File: src/sacm_pkg.sv
// ----------------------------------------------------------------------------
// sacm_pkg: shared types and constants for the cache hit/miss model
// Opcode and outcome codes, controller states, register map and the
// flag group passed from the set update logic to the top level.
// ----------------------------------------------------------------------------
package sacm_pkg;

  localparam int TAG_W = 64;
  localparam int CNT_W = 32;
  localparam int WCNT_W = 5;
  localparam int SHIFT_W = 4;

  localparam logic [CNT_W-1:0] CNT_MAX = '1;

  typedef enum logic [1:0] {
    OP_LOAD   = 2'd0,
    OP_STORE  = 2'd1,
    OP_MODIFY = 2'd2,
    OP_IFETCH = 2'd3
  } opcode_t;

  typedef enum logic [1:0] {
    OUT_HIT     = 2'd0,
    OUT_FILL    = 2'd1,
    OUT_EVICT   = 2'd2,
    OUT_IGNORED = 2'd3
  } outcome_t;

  typedef enum logic [1:0] {
    ST_CLEAR = 2'd0,
    ST_IDLE  = 2'd1,
    ST_LOOK  = 2'd2
  } state_t;

  typedef enum logic [1:0] {
    REG_SET_BITS    = 2'd0,
    REG_OFFSET_BITS = 2'd1,
    REG_WAYS_IN_USE = 2'd2
  } reg_idx_t;

  typedef struct packed {
    logic hit;
    logic fill;
    logic evict;
  } lookup_flags_t;

endpackage

File: src/sacm_set_update.sv
// ----------------------------------------------------------------------------
// sacm_set_update: lookup and replacement for one cache set
// Compares all ways against the tag, ages the ways passed over, picks the
// way to fill or evict and builds the row to write back.
// ----------------------------------------------------------------------------
module sacm_set_update #(
  parameter int MAX_WAYS  = 8,
  parameter int AGE_WIDTH = 16
) (
  input  logic [MAX_WAYS-1:0]                      active,
  input  logic [sacm_pkg::TAG_W-1:0]               look_tag,
  input  logic [MAX_WAYS-1:0]                      valid_in,
  input  logic [MAX_WAYS-1:0][sacm_pkg::TAG_W-1:0] tag_in,
  input  logic [MAX_WAYS-1:0][AGE_WIDTH-1:0]       age_in,
  output logic [MAX_WAYS-1:0]                      valid_out,
  output logic [MAX_WAYS-1:0][sacm_pkg::TAG_W-1:0] tag_out,
  output logic [MAX_WAYS-1:0][AGE_WIDTH-1:0]       age_out,
  output sacm_pkg::lookup_flags_t                  flags
);
  import sacm_pkg::*;

  logic [MAX_WAYS-1:0][AGE_WIDTH-1:0] aged;
  logic [MAX_WAYS-1:0]                match;
  logic [MAX_WAYS-1:0]                reach;
  logic [MAX_WAYS-1:0]                hit_oh;
  logic [MAX_WAYS-1:0]                empty_oh;
  logic [MAX_WAYS-1:0]                victim_oh;
  logic                               found;
  logic [AGE_WIDTH-1:0]               best;

  // per-way compare and saturating age
  always_comb begin
    for (int j = 0; j < MAX_WAYS; j++) begin
      aged[j]  = (age_in[j] == '1) ? age_in[j] : age_in[j] + 1'b1;
      match[j] = active[j] & valid_in[j] & (tag_in[j] == look_tag);
    end
  end

  // first hit in way order, highest empty way, last oldest way
  always_comb begin
    found     = 1'b0;
    hit_oh    = '0;
    reach     = '0;
    empty_oh  = '0;
    victim_oh = '0;
    best      = '0;
    for (int j = 0; j < MAX_WAYS; j++) begin
      reach[j]  = ~found;
      hit_oh[j] = match[j] & ~found;
      if (match[j]) begin
        found = 1'b1;
      end
      if (active[j] && !valid_in[j]) begin
        empty_oh    = '0;
        empty_oh[j] = 1'b1;
      end
      if (active[j] && aged[j] >= best) begin
        best         = aged[j];
        victim_oh    = '0;
        victim_oh[j] = 1'b1;
      end
    end
  end

  always_comb begin
    flags.hit   = found;
    flags.fill  = ~found & (|empty_oh);
    flags.evict = ~found & ~(|empty_oh);
  end

  // write-back row
  always_comb begin
    for (int j = 0; j < MAX_WAYS; j++) begin
      valid_out[j] = valid_in[j];
      tag_out[j]   = tag_in[j];
      age_out[j]   = age_in[j];
      if (active[j] && valid_in[j] && reach[j] && !match[j]) begin
        age_out[j] = aged[j];
      end
      if (hit_oh[j]) begin
        age_out[j] = '0;
      end
      if ((flags.fill && empty_oh[j]) || (flags.evict && victim_oh[j])) begin
        valid_out[j] = 1'b1;
        tag_out[j]   = look_tag;
        age_out[j]   = '0;
      end
    end
  end

endmodule

File: config.mk
export PLATFORM = sky130hd
export DESIGN_NAME = sacm_set_update
export DESIGN_NICKNAME = d
export VERILOG_FILES = /design/src/sacm_pkg.sv /design/src/sacm_set_update.sv
export SDC_FILE = /design/constraint.sdc
export NUM_CORES = 2
export LEC_CHECK = 0
export BUFFER_PORTS_ARGS = -buffer_cell sky130_fd_sc_hd__buf_2
export CORE_AREA = 2 2 531 533
export DETAILED_ROUTE_END_ITERATION = 8
export DIE_AREA = 0 0 533 535
export SLEW_MARGIN = 20
export SYNTH_ARGS = -nofsm -noshare
export SYNTH_HDL_FRONTEND = slang
export SYNTH_SLANG_ARGS = --single-unit
File: constraint.sdc
create_clock -name vclk -period 54.4
set_clock_uncertainty 0.15 [all_clocks]
set_input_delay 16.32 -clock vclk [all_inputs]
set_output_delay 16.32 -clock vclk [all_outputs]
set_load 0.02 [all_outputs]
# Word level (Yosys, flattened, before mapping)
# Cells that the tools add are included.
[op_classes] add_sub_neg=8 order_cmp=8 n_eq_ne=16 n_mux=79 bitwise=34 reduce_logical=80
[op_table] op="$mux W16" n=39
[op_table] op="$eq A64 B64 Y1" n=8
[op_table] op="$mux W64" n=8
[op_table] op="$add A16 B1 Y16 const B" n=8
[op_table] op="$eq A16 B16 Y1 const B" n=8
[op_table] op="$ge A16 B16 Y1" n=7
[op_table] op="$mux W8" n=14
[op_table] op="$logic_and A1 B1 Y1" n=55
[op_table] op="$and A1 B1 Y1" n=25
[op_table] op="$mux W1" n=18
[op_table] op="$ge A16 B1 Y1 const B" n=1
[op_table] op="$logic_not A1 Y1" n=16
[op_table] op="$not A1 Y1" n=9
[op_table] op="$logic_or A1 B1 Y1" n=8
[op_table] op="$reduce_or A8 Y1" n=1
[totals] register_bits=0 inputBits=720 out_inout_bits=651 word_cells=225

# Longest topological paths before layout
[logic_depth] ltp_word=29 mapped_depth=93 depth_no_buf=83

# Worst setup path before layout
# Ideal clock, no wire load.
[synth_timing] path_kind="input -> output" start="in age_in[22] in the netlist's numbering" end="out tag_out[104] in the netlist's numbering" t_arrival_ns=34.070 t_required_ns=37.930 setup_slack_ns=3.860 cell_stages=88 cell_sequence="buf_2 > nand4_1 > nor4_1 > nand2_1 > nand4_1 > nor2_1 > xnor2_1 > inv_1 > ha_1 > a21oi_1 > o21ai_0 > a221oi_1 > nand3_1 > nand2_1 > clkbuf_1 > nand3_1 > o21ai_0 > inv_1 > (+52 left out) > buf_1 > clkbuf_1 > nor2_1 > a21o_1 > ha_1 > a21o_1 > a211oi_1 > o21ai_0 > a21oi_1 > o21ai_0 > a31oi_1 > o21ai_0 > nor4_4 > o2111ai_4 > and2_4 > buf_6 > buf_2 > o21ai_0"
[synth_lines] element="start, declared" line="sacm_set_update.sv:14" source="input logic [MAX_WAYS-1:0][AGE_WIDTH-1:0] age_in,"
[synth_lines] element="end, declared" line="sacm_set_update.sv:16" source="output logic [MAX_WAYS-1:0][sacm_pkg::TAG_W-1:0] tag_out,"

==> impl_metrics.ini <==
[worst_setup_path]
crit_arrival_ps = 36880
cp-end-kind = primary output
worst_path_max_delay_cell = xor2_1
critPathBufInv = 8
max_stage_delay_ps = 670
path_class = input port to primary output
cp_top_family = compound AO/OA/AOI/OAI gates
path_max_fanout = 25
cp-start-kind = input port
crit_required_ps = 37930
cpMostUsedCell = a21o_1

[layout]
final_common_cell = buf_2
final_area_mm2 = 0.0360
fin_cells = 8388
seq_area_um2 = 0
clock_buffers = 0
multi_input_area_mm2 = 0.0223
design.seq.count = 0
area_growth_pct = 51.7
nFillCells = 32600
final_util_pct = 12.9
final_nets = 5316
final_cell_mix = buf_2 (1,357), mux2_2 (369), xnor2_1 (346), xor2_1 (283), nor2_1 (258)
drive_gt1_share_pct = 44.3

[floorplanning]
initial_core_util_pct = 8.50
fp.dieH_um = 535
core-area_mm2 = 0.279
die_w_um = 533
dieArea_mm2 = 0.285
fp-row-count = 194
io_pins = 1371

[timing]
layout_min_cycle_time_ps = 53350
slew_headroom_pct = 22.9
rsz0062_at_grt = false
hold_viol = 0
clock.fmax_mhz = 18.7
timing_worst_slew_pin_value_ps = 1150
setup_violations = 0
fin_crit_sh_pct = 98.1
layout_setup_ws_ps = 1050
maxSlewViolCount = 0

[logic_synthesis]
yosys_warnings = 0
syn_avg_cell_area_um2 = 7.38
synth_top_area_share_pct = 17.4
yosys.area.top_type = mux2_2
synth_area_leaders = mux2_2 (17%), xnor2_1 (13%), xor2_1 (10%)
netlist_instances = 3212
synth_seq_area_share_pct = 0
synth_area_mm2 = 0.0237
syn-num-nets = 4047
yosys.cell_types.count = 90

[placement]
dp.cells = 8203
port_buffers = 1371
dp_hpwl_um = 350000
placed_area_mm2 = 0.0355
post-place-ws_ps = 34.3
gp_congestion = 1.01

[route]
route.met2.wl_um = 168000
m1WireLength_um = 154000
routed-wl-met3_um = 40900
vias_per_cell = 4.20
avgRoutedWirePerCell_um = 46.7
top_layer = met5
drt-total-wl_um = 392000
dr.pass1.iters = 8
vias = 35200
drc_errors = 0
drtIter0Drc = 3406
antenna_left = 0

[grt]
track_usage_pct = 26.1
grt_max_degree = 45
grt_pass1_vias = 33000
antenna_found_initial = 295
grt-ovfl-total = 0
grt_pass1_wl_um = 461000

[run]
drv_cap = 0

[run_status]
outcome = finished, final reports clean

[power]
p_per_area_mw_per_mm2 = 16.0
leakagePower_nw = 14.9
p_total_mw = 0.577
ir_drop_uv = 6.73

[hold_path]
worstHoldPathType = input port to primary output
kinds of logic (layout without fill, tap and decap cells):
family / count (synthesis) / count (layout) / synth area share (%)
and+or+nand+nor: 1194 / 1194 / 26.5
xor gates and xnor gates: 633 / 633 / 23.4
muxes: 575 / 575 / 27.4
buffers and inverters: 355 / 1622 / 6.84
AOI/OAI and AO/OA: 339 / 339 / 9.72
adders and majority gates: 116 / 116 / 6.11
other: 0 / 185 / 0
layer usage:
layer / vias to the layer above / global-route usage [%]
met3: 806 / 9.92
met1: 17300 / 30.7
li1: 14300 / -
met2: 2700 / 40.4
met4: 122 / 14.9
met5: - / 0.200
power by group:
group          switching, mW    total, mW  leakage [nW]  internal (mW)
Sequential                 0            0             0              0
Combinational          0.408        0.577          14.9          0.169
Clock                      0  0.000000264       0.00117    0.000000263
Total                  0.408        0.577          14.9          0.169
Yosys cell counts, types with 10 or more instances:
library cell	n
o21a_1	10
mux2_4	33
and4_1	15
nor4_1	106
ha_1	115
and3_1	34
clkbuf_1	103
inv_1	113
nand2_1	216
nand4_1	150
or2_2	13
nor4b_1	14
a211oi_1	15
buf_2	95
o21ai_0	75
buf_6	14
a21o_1	40
a31oi_1	21
xnor2_1	348
or3_1	15
nand2b_1	49
xor2_1	284
nor3_1	53
or4_1	13
nand3_1	144
buf_1	16
mux2_2	367
mux2_1	93
nor2b_1	47
a21oi_1	74
a2111oi_0	10
and2_1	17
mux2i_1	81
buf_4	11
nor2_1	259
path summary, 6_finish.rpt:
path / endpoint / slack [ps] / cells past startpoint / start
worst max-delay path: tag_out[377] / 1050 / 84 / age_in[0]
worst min-delay path: tag_out[16] / 32870 / 3 / tag_in[16]
cell type report:
cell class / instances / area share (%)
tap: 3724 / 13.0
multi-input combinational: 2857 / 61.9
inverter: 113 / 1.18
timing repair buffer: 1509 / 22.7
antenna: 185 / 1.29
metrics by stage:
stage,setup TNS (ps),hold slack (ps)
after floorplan,0,32630
after global placement,-574,32870
after detailed placement,0,32870
after CTS,0,32870
after global routing,0,32880
final,0,32870
repair_timing:
action / CTS / global route
resized for setup: 1 / 15
setup endpoints to repair: 1 / 596
hold buffers: 0 / 0
gates cloned: 0 / 0
setup buffers: 0 / 0
Power figures use the tool's default switching activity.
